--- config.mk ---
export PLATFORM = sky130hd
export DESIGN_NAME = eight_bit_alu_with_flags
export DESIGN_NICKNAME = d
export VERILOG_FILES = /design/src/rtl/alu8f_pkg.sv /design/src/rtl/alu8f_exec.sv /design/src/rtl/eight_bit_alu_with_flags.sv
export SDC_FILE = /design/constraint.sdc
export NUM_CORES = 1
export LEC_CHECK = 0
export BUFFER_PORTS_ARGS = -buffer_cell sky130_fd_sc_hd__buf_2
export CELL_PAD_IN_SITES_DETAIL_PLACEMENT = 1
export CELL_PAD_IN_SITES_GLOBAL_PLACEMENT = 2
export CORE_MARGIN = 10
export CORE_UTILIZATION = 40
export DETAILED_ROUTE_END_ITERATION = 8
export PLACE_DENSITY_LB_ADDON = 0.1
export SLEW_MARGIN = 20
export SYNTH_ARGS = -nofsm -noshare
export SYNTH_HDL_FRONTEND = slang
export SYNTH_HIERARCHICAL = 1
export SYNTH_SLANG_ARGS = --single-unit
--- constraint.sdc ---
create_clock -name clk -period 6.25 [get_ports clk]
set_input_delay 0.625 -clock clk [delete_from_list [all_inputs] [get_ports clk]]
set_output_delay 0.625 -clock clk [all_outputs]
set_load 0.01 [all_outputs]
--- src/rtl/alu8f_pkg.sv ---
`timescale 1ns / 1ps

package alu8f_pkg;

  localparam int unsigned InstrW = 14;
  localparam int unsigned DataW  = 8;
  localparam int unsigned RegW   = 3;

  // instruction field positions
  localparam int unsigned OpHi   = 13;
  localparam int unsigned OpLo   = 11;
  localparam int unsigned DestHi = 10;
  localparam int unsigned DestLo = 8;
  localparam int unsigned ImmSel = 7;
  localparam int unsigned WbBit  = 3;
  localparam int unsigned UnHi   = 2;
  localparam int unsigned UnLo   = 1;

  // binary op codes in bits 13..11, all ones selects a unary op
  typedef enum logic [2:0] {
    OP_ADC   = 3'd0,
    OP_ADD   = 3'd1,
    OP_SBC   = 3'd2,
    OP_SUB   = 3'd3,
    OP_AND   = 3'd4,
    OP_OR    = 3'd5,
    OP_XOR   = 3'd6,
    OP_UNARY = 3'd7
  } op_t;

  // unary op codes in bits 2..1
  typedef enum logic [1:0] {
    UN_NOT = 2'd0,
    UN_ROR = 2'd1,
    UN_SHR = 2'd2,
    UN_RCR = 2'd3
  } unary_t;

  // result of one pass through the execute logic
  typedef struct packed {
    logic [DataW-1:0] result;
    logic             carry;
    logic             zero;
    logic             sign;
  } exec_res_t;

endpackage

--- src/rtl/alu8f_exec.sv ---
`timescale 1ns / 1ps

module alu8f_exec (
  input  logic [alu8f_pkg::InstrW-1:0] instr_word,
  input  logic [alu8f_pkg::DataW-1:0]  first_operand,
  input  logic [alu8f_pkg::DataW-1:0]  second_register_value,
  input  logic                         carry_in,
  output alu8f_pkg::exec_res_t         res
);

  logic [alu8f_pkg::DataW-1:0] a;
  logic [alu8f_pkg::DataW-1:0] b;
  logic [alu8f_pkg::DataW:0]   sum9;
  logic [alu8f_pkg::DataW:0]   diff9;
  logic                        sub_c;
  logic [alu8f_pkg::DataW-1:0] val;
  logic                        cy;
  alu8f_pkg::op_t              op;
  alu8f_pkg::unary_t           un;

  assign a  = first_operand;
  assign op = alu8f_pkg::op_t'(instr_word[alu8f_pkg::OpHi:alu8f_pkg::OpLo]);
  assign un = alu8f_pkg::unary_t'(instr_word[alu8f_pkg::UnHi:alu8f_pkg::UnLo]);

  // second operand: zero-extended 3-bit immediate or register value
  assign b = instr_word[alu8f_pkg::ImmSel]
           ? {{(alu8f_pkg::DataW-3){1'b0}}, instr_word[2:0]}
           : second_register_value;

  // carry only feeds in for the with-carry forms
  assign sub_c = (op == alu8f_pkg::OP_SBC) ? carry_in : 1'b0;

  // shared adder and subtractor, bit 8 is carry or borrow
  assign sum9  = {1'b0, a} + {1'b0, b}
               + {{alu8f_pkg::DataW{1'b0}}, (op == alu8f_pkg::OP_ADC) ? carry_in : 1'b0};
  assign diff9 = {1'b0, a} - {1'b0, b} - {{alu8f_pkg::DataW{1'b0}}, sub_c};

  // operation select
  always_comb begin
    val = '0;
    cy  = 1'b0;
    unique case (op)
      alu8f_pkg::OP_ADC,
      alu8f_pkg::OP_ADD: begin
        val = sum9[alu8f_pkg::DataW-1:0];
        cy  = sum9[alu8f_pkg::DataW];
      end
      alu8f_pkg::OP_SBC,
      alu8f_pkg::OP_SUB: begin
        val = diff9[alu8f_pkg::DataW-1:0];
        cy  = diff9[alu8f_pkg::DataW];
      end
      alu8f_pkg::OP_AND: val = a & b;
      alu8f_pkg::OP_OR:  val = a | b;
      alu8f_pkg::OP_XOR: val = a ^ b;
      alu8f_pkg::OP_UNARY: begin
        unique case (un)
          alu8f_pkg::UN_NOT: val = ~a;
          alu8f_pkg::UN_ROR: val = {a[0], a[alu8f_pkg::DataW-1:1]};
          alu8f_pkg::UN_SHR: begin
            val = {1'b0, a[alu8f_pkg::DataW-1:1]};
            cy  = a[0];
          end
          alu8f_pkg::UN_RCR: begin
            val = {carry_in, a[alu8f_pkg::DataW-1:1]};
            cy  = a[0];
          end
          default: val = '0;
        endcase
      end
      default: val = '0;
    endcase
  end

  // zero and sign flags from the result, carry from the operation
  assign res.result = val;
  assign res.carry  = cy;
  assign res.zero   = (val == '0);
  assign res.sign   = val[alu8f_pkg::DataW-1];

endmodule

--- src/rtl/eight_bit_alu_with_flags.sv ---
`timescale 1ns / 1ps

// Execute stage of a small 8-bit ALU with carry, zero and sign flags.
// Input channel: in_valid / in_stall carry one instruction item: the low 14
// instruction bits plus the two source register values. An item is taken at
// a clock edge with in_valid high and in_stall low.
// Result channel: out_valid / out_stall carry the result byte, destination
// code, write-back bit and the flags after the operation.
// An accepted item is captured in the input register, and its result moves
// into the result register, which drives the outputs, once that is free.
// Throughput is one item per cycle while the receiver does not stall; the
// carry flag loop from the result register into the adder sets that figure.
// When the receiver stalls, the result register holds and the input register
// fills; in_stall then rises until the result is taken. Nothing is dropped.
// Reset (rst_n low, synchronous) empties both registers and clears the
// carry, zero and sign flags.
module eight_bit_alu_with_flags (
  input  logic                         clk,
  input  logic                         rst_n,
  input  logic                         in_valid,
  output logic                         in_stall,
  input  logic [alu8f_pkg::InstrW-1:0] in_instr_word,
  input  logic [alu8f_pkg::DataW-1:0]  in_first_operand,
  input  logic [alu8f_pkg::DataW-1:0]  in_second_register_value,
  output logic                         out_valid,
  input  logic                         out_stall,
  output logic [alu8f_pkg::DataW-1:0]  out_result,
  output logic [alu8f_pkg::RegW-1:0]   out_dest_code,
  output logic                         out_write_back,
  output logic                         out_carry_out,
  output logic                         out_zero_out,
  output logic                         out_sign_out
);

  logic                         s1_vld_r;
  logic [alu8f_pkg::InstrW-1:0] s1_instr_r;
  logic [alu8f_pkg::DataW-1:0]  s1_a_r;
  logic [alu8f_pkg::DataW-1:0]  s1_b_r;
  logic                         out_vld_r;
  logic                         out_vld_nxt;
  logic [alu8f_pkg::DataW-1:0]  out_result_r;
  logic [alu8f_pkg::RegW-1:0]   out_dest_r;
  logic                         out_wb_r;
  logic                         carry_flag_r;
  logic                         zero_flag_r;
  logic                         sign_flag_r;
  logic                         out_free;
  logic                         advance;
  logic                         accept;
  alu8f_pkg::exec_res_t         ex;

  // handshake
  assign out_free    = !out_vld_r || !out_stall;
  assign advance     = s1_vld_r && out_free;
  assign in_stall    = s1_vld_r && !out_free;
  assign accept      = in_valid && !in_stall;
  assign out_vld_nxt = advance || (out_vld_r && out_stall);

  // input register
  always_ff @(posedge clk) begin
    if (!rst_n) begin
      s1_vld_r <= 1'b0;
    end else if (accept) begin
      s1_vld_r <= 1'b1;
    end else if (advance) begin
      s1_vld_r <= 1'b0;
    end
  end

  always_ff @(posedge clk) begin
    if (accept) begin
      s1_instr_r <= in_instr_word;
      s1_a_r     <= in_first_operand;
      s1_b_r     <= in_second_register_value;
    end
  end

  // execute logic
  alu8f_exec u_exec (
    .instr_word            (s1_instr_r),
    .first_operand         (s1_a_r),
    .second_register_value (s1_b_r),
    .carry_in              (carry_flag_r),
    .res                   (ex)
  );

  // flags, updated as each item moves into the result register
  always_ff @(posedge clk) begin
    if (!rst_n) begin
      out_vld_r    <= 1'b0;
      carry_flag_r <= 1'b0;
      zero_flag_r  <= 1'b0;
      sign_flag_r  <= 1'b0;
    end else begin
      out_vld_r <= out_vld_nxt;
      if (advance) begin
        carry_flag_r <= ex.carry;
        zero_flag_r  <= ex.zero;
        sign_flag_r  <= ex.sign;
      end
    end
  end

  // result register payload
  always_ff @(posedge clk) begin
    if (advance) begin
      out_result_r <= ex.result;
      out_dest_r   <= s1_instr_r[alu8f_pkg::DestHi:alu8f_pkg::DestLo];
      out_wb_r     <= s1_instr_r[alu8f_pkg::WbBit];
    end
  end

  assign out_valid      = out_vld_r;
  assign out_result     = out_result_r;
  assign out_dest_code  = out_dest_r;
  assign out_write_back = out_wb_r;
  assign out_carry_out  = carry_flag_r;
  assign out_zero_out   = zero_flag_r;
  assign out_sign_out   = sign_flag_r;

`ifndef SYNTH
  // a full input register behind a stalled result must push back
  a_stall_when_full: assert property (@(posedge clk) disable iff (!rst_n)
    (s1_vld_r && out_vld_r && out_stall) |-> in_stall)
    else $error("input taken while pipeline blocked");

  // carry only changes when an item moves into the result register
  a_carry_hold: assert property (@(posedge clk) disable iff (!rst_n)
    !advance |=> $stable(carry_flag_r))
    else $error("carry flag changed without an item");

  // zero flag matches the shown result
  a_zero_flag: assert property (@(posedge clk) disable iff (!rst_n)
    out_vld_r |-> (zero_flag_r == (out_result_r == '0)))
    else $error("zero flag disagrees with result");

  // sign flag matches the shown result
  a_sign_flag: assert property (@(posedge clk) disable iff (!rst_n)
    out_vld_r |-> (sign_flag_r == out_result_r[alu8f_pkg::DataW-1]))
    else $error("sign flag disagrees with result");
`endif

endmodule

; ---- After elaboration in Yosys (flattened, before gate mapping)
; Cells that the tools add are included.
[totals]
ff_bits = 47
word_cells = 55
[classes]
addsub = 4
n_eq_ne = 10
muxes = 9
n_bitwise = 4
reduce_logical = 17
[ops]
columns = operator, n
row1 = one-hot mux 8 bit (6 select lines), 1
row2 = one-hot mux 8 bit (4 select lines), 1
row3 = "equality test 3 bit, second input constant", 4
row4 = adder 8 x 8 -> 9 bit, 1
row5 = adder 9 x 1 -> 9 bit, 1
row6 = subtractor 8 x 8 -> 9 bit, 1
row7 = subtractor 9 x 1 -> 9 bit, 1
row8 = bitwise AND 8 bit, 1
row9 = logical NOT 8 bit, 1
row10 = 2-to-1 mux 8 bit, 1
row11 = NOT 8 bit, 1
row12 = OR 8 bit, 1
row13 = bitwise XOR 8 bit, 1
row14 = "equality test 3 x 2 -> 1 bit, second input constant", 2
row15 = OR reduction 2 bit, 3
row16 = 2-to-1 mux 1 bit, 5
row17 = "equality test 2 bit, second input constant", 2
row18 = logical AND 1 bit, 4
row19 = logical NOT 1 bit, 4
row20 = "equality test 3 x 1 -> 1 bit, second input constant", 1
row21 = logical NOT 3 bit, 1
row22 = one-hot mux 1 bit (3 select lines), 1
row23 = "equality test 2 x 1 -> 1 bit, second input constant", 1
row24 = logical NOT 2 bit, 1
row25 = 2 further kinds, 3

; ---- Longest topological paths before layout
[logic_depth]
ltp_word = 7
ltp_mapped = 15
depth_no_buf = 14

; ---- Cells and area by module
; Netlist, hierarchy kept.
[by_module_without_submodules]
columns = mod, instances, cells_each, area_each_um2, seq_area_each_um2
row1 = alu8f_exec, 1, 226, 1640.3, 0.0
row2 = eight_bit_alu_with_flags, 1, 63, 1470.2, 1361.3

; ---- Least setup slack after synthesis
; OpenSTA, ideal clock, no wires.
[synth_timing]
kind = register -> register
from = reg s1_instr_r[7] (netlist bit)
to = reg zero_flag_r (netlist: out_zero_out)
setup_ns = 0.072
arrival_time_ns = 3.012
path_slack_ns = 3.166
stages_incl_launch_ff = 13
path_buffers = 1
period_less_slack_ns = 3.084
cell_sequence = edfxtp_1 -> clkbuf_1 -> mux2i_1 -> fa_1 -> ha_1 -> o211ai_1 -> nand3_1 -> a2111o_1 -> a31oi_1 -> o32ai_1 -> nor4_2 -> nand2_1 -> mux2i_1
[synth_rtl]
columns = item, line
row1 = start: declaration, eight_bit_alu_with_flags.sv:36  ; logic [alu8f_pkg::InstrW-1:0] s1_instr_r;
row2 = start signal: assignment, eight_bit_alu_with_flags.sv:72  ; s1_instr_r <= in_instr_word;
row3 = end signal: assignment, eight_bit_alu_with_flags.sv:98  ; zero_flag_r <= ex.zero;
row4 = end: declaration, eight_bit_alu_with_flags.sv:45  ; logic zero_flag_r;

==> results.cfg <==
[drt]
wl_per_cell_um = 18.9
drc = 0
dr_total_vias = 2347
routed_via_density = 5.43
drt_first_pass_iters = 4
drt_iter0_drc = 86
postRouteWirelength_um = 8160
postRouteAntennaNets = 0

[timing]
setup_viol = 0
report.final.slew_viol_count = 0
fmax_mhz = 245
finalHoldViolations = 0
worst_pin_slew_ns = 0.707
holdWs_ns = 0.428
relSlewSlack = 0.528
fin_worst_skew_ns = 0.00661
final.period_utilization = 0.653
rsz0062_at_grt = false
setup_tns_ns = 0
min_period_ns = 4.08

[global_route]
antenna_found_initial = 0
grt_pass1_vias = 2458
grt_overflow = 0
grt_first_pass_wirelength_um = 12700
track_usage = 0.142
grt_start_max_net_pins = 28

[yosys]
syn_area_um2 = 3020
synth_area_per_cell_um2 = 10.6
synthesis.instances = 286
ys_warn_count = 6
synth_nets = 354

[layout]
drive_above_1_share = 0.222
fin_area_um2 = 3440
n_antenna_cell = 0
final_nets = 400
area_delta_synth_final_pct = 14.0

[critical_path]
crit_chain = buf_4 > clkinv_1 > nor2_1 > nand2_1 > fa_1 > fa_1 > o21a_4 > nor2_4 > xnor2_1 > a2111oi_1 > o22ai_1 > nor4_2 > nand2_1 > mux2i_1
cp_num_buf_inv = 2
crit_path_max_incr_delay_ns = 0.56
end_kind = flop
worst_path_max_delay_cell = a2111oi_1
cp.required_ns = 6.49
start_kind = flop
worstPathArrival_ns = 4.32
cp_max_fo = 21
path_class = reg -> reg
cp_top_family = compound AO/OA/AOI/OAI gates

[die]
die_height_um = 107
die_x_um = 107
ios = 51
die_area_um2 = 11400
start_util = 0.414
row_count = 31
fp.coreArea_um2 = 7290

[power]
leakage_nw = 1.42
max-vdd-ir-drop_mv = 0.118
p_per_area_nw_per_um2 = 224

[clock_tree]
clk_latency_ns = 0.30
clkSlewWorstSetupHoldPaths_ns = 0.09
cts.sink_count = 44
htree_levels = 2
tritoncts = yes
cts_root_buf = clkbuf_8
ctsResizeCount = 0
cts_made_buffers = 5
ctsHoldBuffers = 0
cts_setup_buffers = 0
clockBufferDepth = 2

[placed_design]
dp_hpwl_um = 6190
dpl_cell_area_um2 = 3330
io_buffers = 47
gp_congestion = 0.806

[status]
outcome = finished clean

[job]
drv_cap = 0

[worst_hold_path]
hold_path_class = reg -> reg
## metal layers
metal / track usage / up-vias / routed length (µm)
met2: 0.252 / 36 / 4210
met5: 0 / - / 0
met4: 0.0464 / 0 / 141
met1: 0.167 / 1172 / 3560
met3: 0.0269 / 11 / 247
li1: - / 1128 / -
## layout make-up
cell class                      instances  area [µm²]
Fill cell                             851        3850
Tap cell                               99         124
Inverter                               26        97.6
Multi-Input combinational cell        206        1590
Sequential cell                        44        1270
Clock inverter                          3        42.5
Timing Repair Buffer                   49         250
Clock buffer                            5        68.8
## worst paths after layout
| path | from | endpoint | slack, ns | depth (start not counted) |
|---|---|---|---|---|
| worst max register to register | s1_instr_r[12] | out_zero_out | 2.17 | 14 |
| worst max-delay path | s1_instr_r[12] | out_zero_out | 2.17 | 14 |
| worst min register to register | s1_instr_r[10] | out_dest_code[2] | 0.43 | 0 |
| worst min-delay path | s1_instr_r[10] | out_dest_code[2] | 0.43 | 0 |
## registers in the layout, summed over array words and instances, names as in the netlist
register and count:
out_carry_out 1, s1_vld_r 1, s1_a_r 8, out_result 8
out_write_back 1, s1_instr_r 11, out_valid 1, s1_b_r 8
out_sign_out 1, out_dest_code 3, out_zero_out 1
## placed cells by master (no fill, tap or decap), types with 2 or more instances in the layout
master,count
mux2_2,2
or3b_2,2
clkbuf_8,5
o22ai_1,3
nand3_1,11
dfxtp_1,5
a21oi_1,14
buf_4,2
nor3_1,6
nor2_4,2
nor4_1,2
mux2i_1,11
nand2_1,21
fa_1,4
inv_1,24
o221ai_1,2
buf_2,47
or2_2,2
a31oi_1,3
o21ai_0,8
or3_1,2
o21a_1,5
ha_1,30
xor2_1,2
edfxtp_1,39
nor2b_1,6
o2111ai_1,3
xnor2_1,6
clkinv_1,3
nor2_1,18
nand2b_1,8
a22oi_1,3
o211ai_1,3
## metrics by stage
stage	power (mW)	instances	utilization	setup slack, ns
CTS	0.783	432	0.472	2.24
global route	0.813	432	0.472	1.99
floorplan	0.499	286	-	3.17
finish	0.772	432	0.472	2.17
detailed placement	0.553	424	0.457	2.29
global placement	0.548	424	0.457	2.28
## power by group
group | switching (mW) | internal [mW]
Clock | 0.107 | 0.119
Combinational | 0.110 | 0.0804
Sequential | 0.0148 | 0.342
Total | 0.232 | 0.541
Power figures use the tool's default switching activity.
